==> config.mk <==
export PLATFORM = sky130hd
export DESIGN_NAME = lbs_row_unit
export DESIGN_NICKNAME = d
export VERILOG_FILES = /design/src/rtl/lbs_pkg.sv /design/src/rtl/lbs_row_unit.sv
export SDC_FILE = /design/constraint.sdc
export NUM_CORES = 2
export LEC_CHECK = 0
export ABC_AREA = 1
export BUFFER_PORTS_ARGS = -buffer_cell sky130_fd_sc_hd__clkbuf_2
export CAP_MARGIN = 20
export CORE_ASPECT_RATIO = 1.1
export CORE_MARGIN = 4
export CORE_UTILIZATION = 30
export CTS_BUF_LIST = sky130_fd_sc_hd__clkbuf_8
export CTS_CLUSTER_DIAMETER = 50
export CTS_CLUSTER_SIZE = 30
export DETAILED_ROUTE_END_ITERATION = 10
export GPL_ROUTABILITY_DRIVEN = 0
export PLACE_DENSITY = 0.48
export SETUP_SLACK_MARGIN = 0.1
export SKIP_CTS_REPAIR_TIMING = 1
export SYNTH_ARGS = -nofsm -noshare
export SYNTH_HDL_FRONTEND = slang
export SYNTH_SLANG_ARGS = --single-unit
==> constraint.sdc <==
create_clock -name clk -period 7.6 [get_ports clk]
set_input_delay 0 -clock clk [delete_from_list [all_inputs] [get_ports clk]]
set_output_delay 0 -clock clk [all_outputs]
set_load 0.1 [all_outputs]
==> src/rtl/lbs_pkg.sv <==
// Shared types and constants of the linear blend skinning block.
// Holds command codes, item structs, sequencer enums and datapath widths.
// No dependencies.
`default_nettype none

package lbs_pkg;

  // Fixed field widths
  localparam int unsigned COORD_W  = 32;
  localparam int unsigned JOINT_W  = 6;
  localparam int unsigned ELEM_W   = 4;
  localparam int unsigned WEIGHT_W = 17;
  localparam int unsigned LANES    = 4;
  localparam int unsigned LANE_W   = 2;
  localparam int unsigned ROW_W    = 2;

  // Datapath widths
  localparam int unsigned ACC_W  = 64;  // accumulator
  localparam int unsigned MULA_W = 35;  // multiplier operand a
  localparam int unsigned MULB_W = 33;  // multiplier operand b
  localparam int unsigned PROD_W = MULA_W + MULB_W;
  localparam int unsigned SUM_W  = 66;  // sum of three Q32.32 products
  localparam int unsigned P_W    = 51;  // affine row result, Q35.16
  localparam int unsigned PART_W = 17;  // (lo * w) >> 16
  localparam int unsigned C_W    = 54;  // weighted contribution
  localparam int unsigned FRAC_W = 16;

  // Command codes
  localparam logic CMD_LOAD = 1'b0;
  localparam logic CMD_TERM = 1'b1;

  localparam logic [ELEM_W-1:0]   ELEM_COUNT = 4'd12;
  localparam logic [WEIGHT_W-1:0] WEIGHT_ONE = 17'd65536;

  // Matrix rows / accumulator entries
  localparam logic [ROW_W-1:0] ROW_X = 2'd0;
  localparam logic [ROW_W-1:0] ROW_Y = 2'd1;
  localparam logic [ROW_W-1:0] ROW_Z = 2'd2;

  typedef logic [LANES-1:0][COORD_W-1:0] xrow_t;

  typedef struct packed {
    logic                       command;
    logic [JOINT_W-1:0]         joint;
    logic [ELEM_W-1:0]          element;
    logic signed [COORD_W-1:0]  element_value;
    logic signed [COORD_W-1:0]  vertex_x;
    logic signed [COORD_W-1:0]  vertex_y;
    logic signed [COORD_W-1:0]  vertex_z;
    logic [WEIGHT_W-1:0]        weight;
    logic                       last_term;
  } in_item_t;

  typedef struct packed {
    logic signed [COORD_W-1:0] out_x;
    logic signed [COORD_W-1:0] out_y;
    logic signed [COORD_W-1:0] out_z;
    logic                      saturated;
  } out_item_t;

  typedef enum logic [1:0] {
    ST_IDLE,
    ST_CALC,
    ST_EMIT
  } state_t;

  // Per-row step sequence of the shared multiplier datapath
  typedef enum logic [3:0] {
    STEP_M0,   // T0 * vx
    STEP_M1,   // T1 * vy
    STEP_M2,   // T2 * vz
    STEP_SUM,  // last product into the sum
    STEP_P,    // p = floor(sum / 2^16) + T3
    STEP_MLO,  // lo16(p) * w
    STEP_MHI,  // hi(p) * w
    STEP_C,    // c = hi*w + (lo*w >> 16)
    STEP_ACC   // accumulator read-modify-write
  } step_t;

  typedef struct packed {
    logic  active;
    step_t step;
  } row_ctl_t;

endpackage

`default_nettype wire

==> src/rtl/lbs_row_unit.sv <==
// Row datapath: one shared signed multiplier stepped through an affine row,
// the weight scaling and the saturating accumulate. Depends on lbs_pkg.
`default_nettype none

module lbs_row_unit
  import lbs_pkg::*;
(
  input  wire logic                      clk,
  input  wire row_ctl_t                  ctl,
  input  wire xrow_t                     t_row,
  input  wire logic signed [COORD_W-1:0] vx,
  input  wire logic signed [COORD_W-1:0] vy,
  input  wire logic signed [COORD_W-1:0] vz,
  input  wire logic [WEIGHT_W-1:0]       w,
  input  wire logic signed [ACC_W-1:0]   acc_q,
  output logic signed [ACC_W-1:0]        acc_new
);

  logic signed [MULA_W-1:0] mul_a;
  logic signed [MULB_W-1:0] mul_b;
  logic signed [PROD_W-1:0] prod_nxt;
  logic signed [PROD_W-1:0] prod_r;
  logic [SUM_W-1:0]         sum_r;
  logic [P_W-1:0]           p_r;
  logic [P_W-1:0]           p_nxt;
  logic [PART_W-1:0]        part_r;
  logic [C_W-1:0]           c_r;
  logic [ACC_W:0]           acc_sum;

  // Operand select per step
  always_comb begin
    mul_a = '0;
    mul_b = '0;
    unique case (ctl.step)
      STEP_M0: begin
        mul_a = {{(MULA_W-COORD_W){t_row[0][COORD_W-1]}}, t_row[0]};
        mul_b = {{(MULB_W-COORD_W){vx[COORD_W-1]}}, vx};
      end
      STEP_M1: begin
        mul_a = {{(MULA_W-COORD_W){t_row[1][COORD_W-1]}}, t_row[1]};
        mul_b = {{(MULB_W-COORD_W){vy[COORD_W-1]}}, vy};
      end
      STEP_M2: begin
        mul_a = {{(MULA_W-COORD_W){t_row[2][COORD_W-1]}}, t_row[2]};
        mul_b = {{(MULB_W-COORD_W){vz[COORD_W-1]}}, vz};
      end
      STEP_MLO: begin
        mul_a = {{(MULA_W-FRAC_W){1'b0}}, p_r[FRAC_W-1:0]};
        mul_b = {{(MULB_W-WEIGHT_W){1'b0}}, w};
      end
      STEP_MHI: begin
        mul_a = p_r[P_W-1:FRAC_W];
        mul_b = {{(MULB_W-WEIGHT_W){1'b0}}, w};
      end
      default: begin
        mul_a = '0;
        mul_b = '0;
      end
    endcase
  end

  assign prod_nxt = mul_a * mul_b;

  // p = floor(sum / 2^16) + T3
  assign p_nxt = {sum_r[SUM_W-1], sum_r[SUM_W-1:FRAC_W]}
               + {{(P_W-COORD_W){t_row[3][COORD_W-1]}}, t_row[3]};

  always_ff @(posedge clk) begin
    prod_r <= prod_nxt;
  end

  always_ff @(posedge clk) begin
    if (ctl.active) begin
      case (ctl.step)
        STEP_M1:  sum_r  <= prod_r[SUM_W-1:0];
        STEP_M2:  sum_r  <= sum_r + prod_r[SUM_W-1:0];
        STEP_SUM: sum_r  <= sum_r + prod_r[SUM_W-1:0];
        STEP_P:   p_r    <= p_nxt;
        STEP_MHI: part_r <= prod_r[FRAC_W+PART_W-1:FRAC_W];
        STEP_C:   c_r    <= prod_r[C_W-1:0] + {{(C_W-PART_W){1'b0}}, part_r};
        default: ;
      endcase
    end
  end

  // Saturating 64-bit accumulate
  assign acc_sum = {acc_q[ACC_W-1], acc_q} + {{(ACC_W+1-C_W){c_r[C_W-1]}}, c_r};

  always_comb begin
    if (acc_sum[ACC_W] != acc_sum[ACC_W-1]) begin
      acc_new = acc_sum[ACC_W] ? {1'b1, {(ACC_W-1){1'b0}}} : {1'b0, {(ACC_W-1){1'b1}}};
    end else begin
      acc_new = acc_sum[ACC_W-1:0];
    end
  end

endmodule

`default_nettype wire

==> results_tabular.tex <==
\begin{tabular}{lr}
\hline
Metric & Value \\
\hline
\multicolumn{2}{l}{\textbf{Final layout}} \\
\quad Layout-stage area growth over the synthesis result & 22.2\% \\
\quad Sequential cell area & 0.00697 mm² \\
\quad Area of the multi-input gates & $\sim$0.053 mm² \\
\quad Number of filler cells placed in the layout & roughly 23000 \\
\quad Final net count & about 12000 \\
\quad Share of layout cells above drive strength 1 & 0.167 \\
\multicolumn{2}{l}{\textbf{Clock network}} \\
\quad Clk Tree Root Cell & sky130\_fd\_sc\_hd\_\_clkbuf\_8 \\
\quad Number of clock sinks & 254 \\
\quad Deepest level of the CTS H-tree & 2 \\
\quad Number of clock buffers inserted by TritonCTS & 40 \\
\quad Number of buffers on the longest clock path & 3 \\
\quad Clock transition at path regs & 90 ps \\
\quad Clock Latency Late Sink & 710 ps \\
\quad CTS tree & built \\
\multicolumn{2}{l}{\textbf{Floorplan}} \\
\quad Starting density of the core & 0.302 \\
\quad Site row count & 181 \\
\quad I/O pin cnt & around 380 \\
\quad Die footprint & 0.230 mm² \\
\quad Core Box Area & roughly 0.22 mm² \\
\quad Die Span Y & 503 µm \\
\quad Width of the die & 458 µm \\
\multicolumn{2}{l}{\textbf{Critical path}} \\
\quad Data arrival, critical path & 8080 ps \\
\quad Endpoint kind of the worst setup timing path & flip-flop \\
\quad Worst Path Max Fanout & 7 \\
\quad WS Path Type & reg -> reg \\
\quad Buffer and inverter count on the worst path & 11 \\
\quad Cell repeated most along the worst path & sky130\_fd\_sc\_hd\_\_fa\_1 \\
\quad Worst setup startpoint & p\_r[31] \\
\quad Launching point of the worst reg2reg path & p\_r[31] \\
\quad Cell family contributing the most delay on the critical path & adder cells \\
\quad Category of the worst setup path launch point & flip-flop \\
\quad Data required time at the worst endpoint & between 8000 and 9000 ps \\
\quad Slowest stage cell on the critical path & sky130\_fd\_sc\_hd\_\_fa\_1 \\
\quad Delay of the slowest critical-path stage & approximately 570 ps \\
\multicolumn{2}{l}{\textbf{Timing}} \\
\quad Setup Skew & approximately 88 ps \\
\quad Worst slew pin tran & approximately 1100 ps \\
\quad Final worst path period need & roughly 7500 ps \\
\quad Final Max Slew Viols & 0 \\
\quad Achievable Freq & around 130 MHz \\
\quad RSZ-0062 raised after global routing & yes \\
\quad Minimum hold slack & about 10 ps \\
\quad Final clock period utilization by the worst path & 0.989 \\
\quad Endpoints failing hold & 0 \\
\quad Final number of setup-violating endpoints & 0 \\
\quad Post-route setup slack & 81.2 ps \\
\quad Relative max-transition margin & 0.271 \\
\multicolumn{2}{l}{\textbf{Global route}} \\
\quad Largest net degree at the start of global routing & 64 \\
\quad Sum of overflow across all layers after global routing & 0 \\
\quad First-pass GRT wire length & about 410 mm \\
\quad Number of antenna violations at the first check in global routing & 19 \\
\quad Vias in the first global route & between 60000 and 70000 \\
\quad Overall routing resource usage & 0.241 \\
\multicolumn{2}{l}{\textbf{Pwr}} \\
\quad Leak pwr & around 40 nW \\
\quad Total power density per cell area & about 160 mW/mm² \\
\quad Worst VDD drop & between 0.2 and 0.25 mV \\
\multicolumn{2}{l}{\textbf{Outcome}} \\
\quad Run status & finished clean \\
\multicolumn{2}{l}{\textbf{Logic synthesis}} \\
\quad Average instance area after synthesis & around 7.4 µm² \\
\quad Count of distinct cell types in the synthesized netlist & 57 \\
\quad Flip-flop cell with the highest count after synthesis & sky130\_fd\_sc\_hd\_\_edfxtp\_1 \\
\quad Share of the yosys chip area belonging to registers & 0.104 \\
\quad Number of enable-type register cells in the synthesized netlist & 188 \\
\quad Gate Count Post-Synth & between 9000 and 10000 \\
\quad Yosys warning total & 0 \\
\quad Total of flip-flops plus latches after synthesis & roughly 250 \\
\quad Post-Synthesis Cell Area & around 0.067 mm² \\
\quad Number of nets in the synthesized netlist & 10900 \\
\quad Proportion of synthesized flip-flops having asynchronous set or reset & 0 \\
\multicolumn{2}{l}{\textbf{Flow run}} \\
\quad Max-cap check violation count & 0 \\
\multicolumn{2}{l}{\textbf{Detailed routing}} \\
\quad Number of nets still failing antenna checks after routing & 0 \\
\quad Post-route DRC violation count & 0 \\
\quad Via density & roughly 5 \\
\quad First DRT Iteration DRCs & $\sim$4900 \\
\quad DR vias & approximately 64000 \\
\quad Routed wire length per instance & 21.9 µm \\
\quad Pre-Repair DR Iteration Count & 6 \\
\quad Detailed-route wire length & roughly 290 mm \\
\multicolumn{2}{l}{\textbf{Place}} \\
\quad Total of buffers placed on input and output ports & roughly 370 \\
\quad HPWL Detailed & between 200 and 300 mm \\
\quad Pre-CTS setup slack & -812 ps \\
\multicolumn{2}{l}{\textbf{Min path}} \\
\quad Class of the most critical hold timing path & in -> reg \\
\quad Origin of the worst min-delay path & t\_row[98] \\
\hline
\end{tabular}
power breakdown:
part | total, mW | leakage (nW) | internal, mW | switching (mW)
combinational | 9.17 | 37.7 | 3.33 | 5.84
sequential | 2.28 | 2.26 | 1.81 | 0.468
clock | 1.33 | 0.462 | 0.571 | 0.755
placed cells by master, fill, tap and decap left out, types with 9 or more instances in the layout:
master / n
sky130_fd_sc_hd__a21o_1: 16
sky130_fd_sc_hd__a21oi_1: 316
sky130_fd_sc_hd__a21oi_2: 36
sky130_fd_sc_hd__a22o_1: 46
sky130_fd_sc_hd__a31oi_1: 16
sky130_fd_sc_hd__buf_12: 115
sky130_fd_sc_hd__buf_4: 709
sky130_fd_sc_hd__buf_6: 15
sky130_fd_sc_hd__clkbuf_2: 374
sky130_fd_sc_hd__clkbuf_8: 41
sky130_fd_sc_hd__dfxtp_1: 66
sky130_fd_sc_hd__diode_2: 13
sky130_fd_sc_hd__dlygate4sd3_1: 18
sky130_fd_sc_hd__edfxtp_1: 188
sky130_fd_sc_hd__fa_1: 1154
sky130_fd_sc_hd__fa_2: 37
sky130_fd_sc_hd__ha_1: 378
sky130_fd_sc_hd__ha_4: 31
sky130_fd_sc_hd__inv_1: 1908
sky130_fd_sc_hd__inv_2: 65
sky130_fd_sc_hd__inv_8: 11
sky130_fd_sc_hd__nand2_1: 2313
sky130_fd_sc_hd__nand2_2: 39
sky130_fd_sc_hd__nand3_1: 256
sky130_fd_sc_hd__nand3_2: 11
sky130_fd_sc_hd__nand3b_1: 25
sky130_fd_sc_hd__nand4_1: 70
sky130_fd_sc_hd__nor2_1: 1055
sky130_fd_sc_hd__nor2_2: 70
sky130_fd_sc_hd__nor2_4: 30
sky130_fd_sc_hd__nor3_1: 49
sky130_fd_sc_hd__nor3_2: 9
sky130_fd_sc_hd__nor4_1: 23
sky130_fd_sc_hd__o21a_1: 10
sky130_fd_sc_hd__o21ai_0: 172
sky130_fd_sc_hd__o21ai_1: 22
sky130_fd_sc_hd__o21bai_1: 61
sky130_fd_sc_hd__xnor2_1: 68
sky130_fd_sc_hd__xor2_1: 140
cell usage after synthesis (9+ instances only):
library cell,count,area share
sky130_fd_sc_hd__buf_2,153,0.011
sky130_fd_sc_hd__buf_6,10,0.0017
sky130_fd_sc_hd__a21oi_1,347,0.026
sky130_fd_sc_hd__nand3b_1,25,0.0028
sky130_fd_sc_hd__nand4_1,70,0.0066
sky130_fd_sc_hd__a21boi_0,11,0.0012
sky130_fd_sc_hd__clkbuf_1,36,0.0020
sky130_fd_sc_hd__xor2_1,145,0.019
sky130_fd_sc_hd__a21o_1,16,0.0018
sky130_fd_sc_hd__a22o_1,46,0.0060
sky130_fd_sc_hd__buf_4,14,0.0016
sky130_fd_sc_hd__xnor2_1,68,0.0089
sky130_fd_sc_hd__nor2_2,19,0.0018
sky130_fd_sc_hd__nor3_1,58,0.0043
sky130_fd_sc_hd__a31oi_1,19,0.0018
sky130_fd_sc_hd__inv_2,38,0.0021
sky130_fd_sc_hd__o21bai_1,64,0.0072
sky130_fd_sc_hd__nand2_1,2347,0.13
sky130_fd_sc_hd__edfxtp_1,188,0.084
sky130_fd_sc_hd__nor2_1,1132,0.064
sky130_fd_sc_hd__nand3_1,267,0.020
sky130_fd_sc_hd__o21ai_0,200,0.015
sky130_fd_sc_hd__dfxtp_1,66,0.020
sky130_fd_sc_hd__o21a_1,11,0.0012
sky130_fd_sc_hd__nand2_2,10,0.00094
sky130_fd_sc_hd__fa_1,1191,0.36
sky130_fd_sc_hd__inv_1,1936,0.11
sky130_fd_sc_hd__nor4_1,26,0.0024
sky130_fd_sc_hd__ha_1,412,0.077
sky130_fd_sc_hd__a21oi_2,9,0.0012
worst paths after layout:
| check | cells past startpoint | endpoint | slack [ps] |
|---|---|---|---|
| worst max-delay path | 30 | prod_r[43] | 80 |
| worst min-delay path | 3 | p_r[2] | 10 |
| worst max register to register | 30 | prod_r[43] | 80 |
| worst min register to register | 2 | sum_r[61] | 560 |
final cells by class:
class                   instances  area share
diodes                         13    0.000398
clock buffers                  41     0.00691
clock inverters                33     0.00383
inverters                    1979      0.0913
multi-input cells            6562       0.646
flip-flops and latches        254      0.0853
well taps                    2928      0.0449
repair buffers               1235       0.122
registers in the layout (all words and copies together) (netlist names):
| register | flops |
|---|---|
| c_r | 54 |
| p_r | 51 |
| part_r | 17 |
| prod_r | 66 |
| sum_r | 66 |
worst min-delay path, delay by kind of cell:
family                     cells  cell delay [ps]
xor gates and xnor gates       1              150
buffers and inverters          1               90
adders and majority gates      1              220
stage by stage:
stage / util / power (mW) / std cells / area [µm²] / TNS, ps
floorplan: - / 7.12 / 9014 / 66800 / 0
global placement: 0.356 / 10.9 / 12900 / 78800 / -23790
detailed placement: 0.356 / 10.9 / 12900 / 78800 / -23630
CTS: 0.360 / 12.3 / 13000 / 79700 / -18460
global route: 0.369 / 13.6 / 13000 / 81600 / -2860
finish: 0.369 / 12.8 / 13000 / 81700 / 0
cells by family (layout without fill, tap and decap cells):
| group | count (synthesis) | count (layout) | share of synthesized area |
|---|---|---|---|
| flip-flops | 254 | 254 | 0.104 |
| AO/OA/AOI/OAI | 757 | 757 | 0.0669 |
| other | 0 | 13 | 0 |
| AND/OR/NAND/NOR | 3989 | 3989 | 0.239 |
| buffers and inverters | 2198 | 3288 | 0.128 |
| XOR/XNOR | 213 | 213 | 0.0279 |
| adder cells (fa/ha/maj) | 1603 | 1603 | 0.434 |
routing by layer:
layer  global-route usage  up-vias  share of wire
met5                    0        -        0.00019
met4                0.120        8          0.063
met2                0.410     2302           0.47
li1                     -    29200              -
met3               0.0356      578          0.064
met1                0.299    31500           0.40
(Power assumes the default switching activity.)
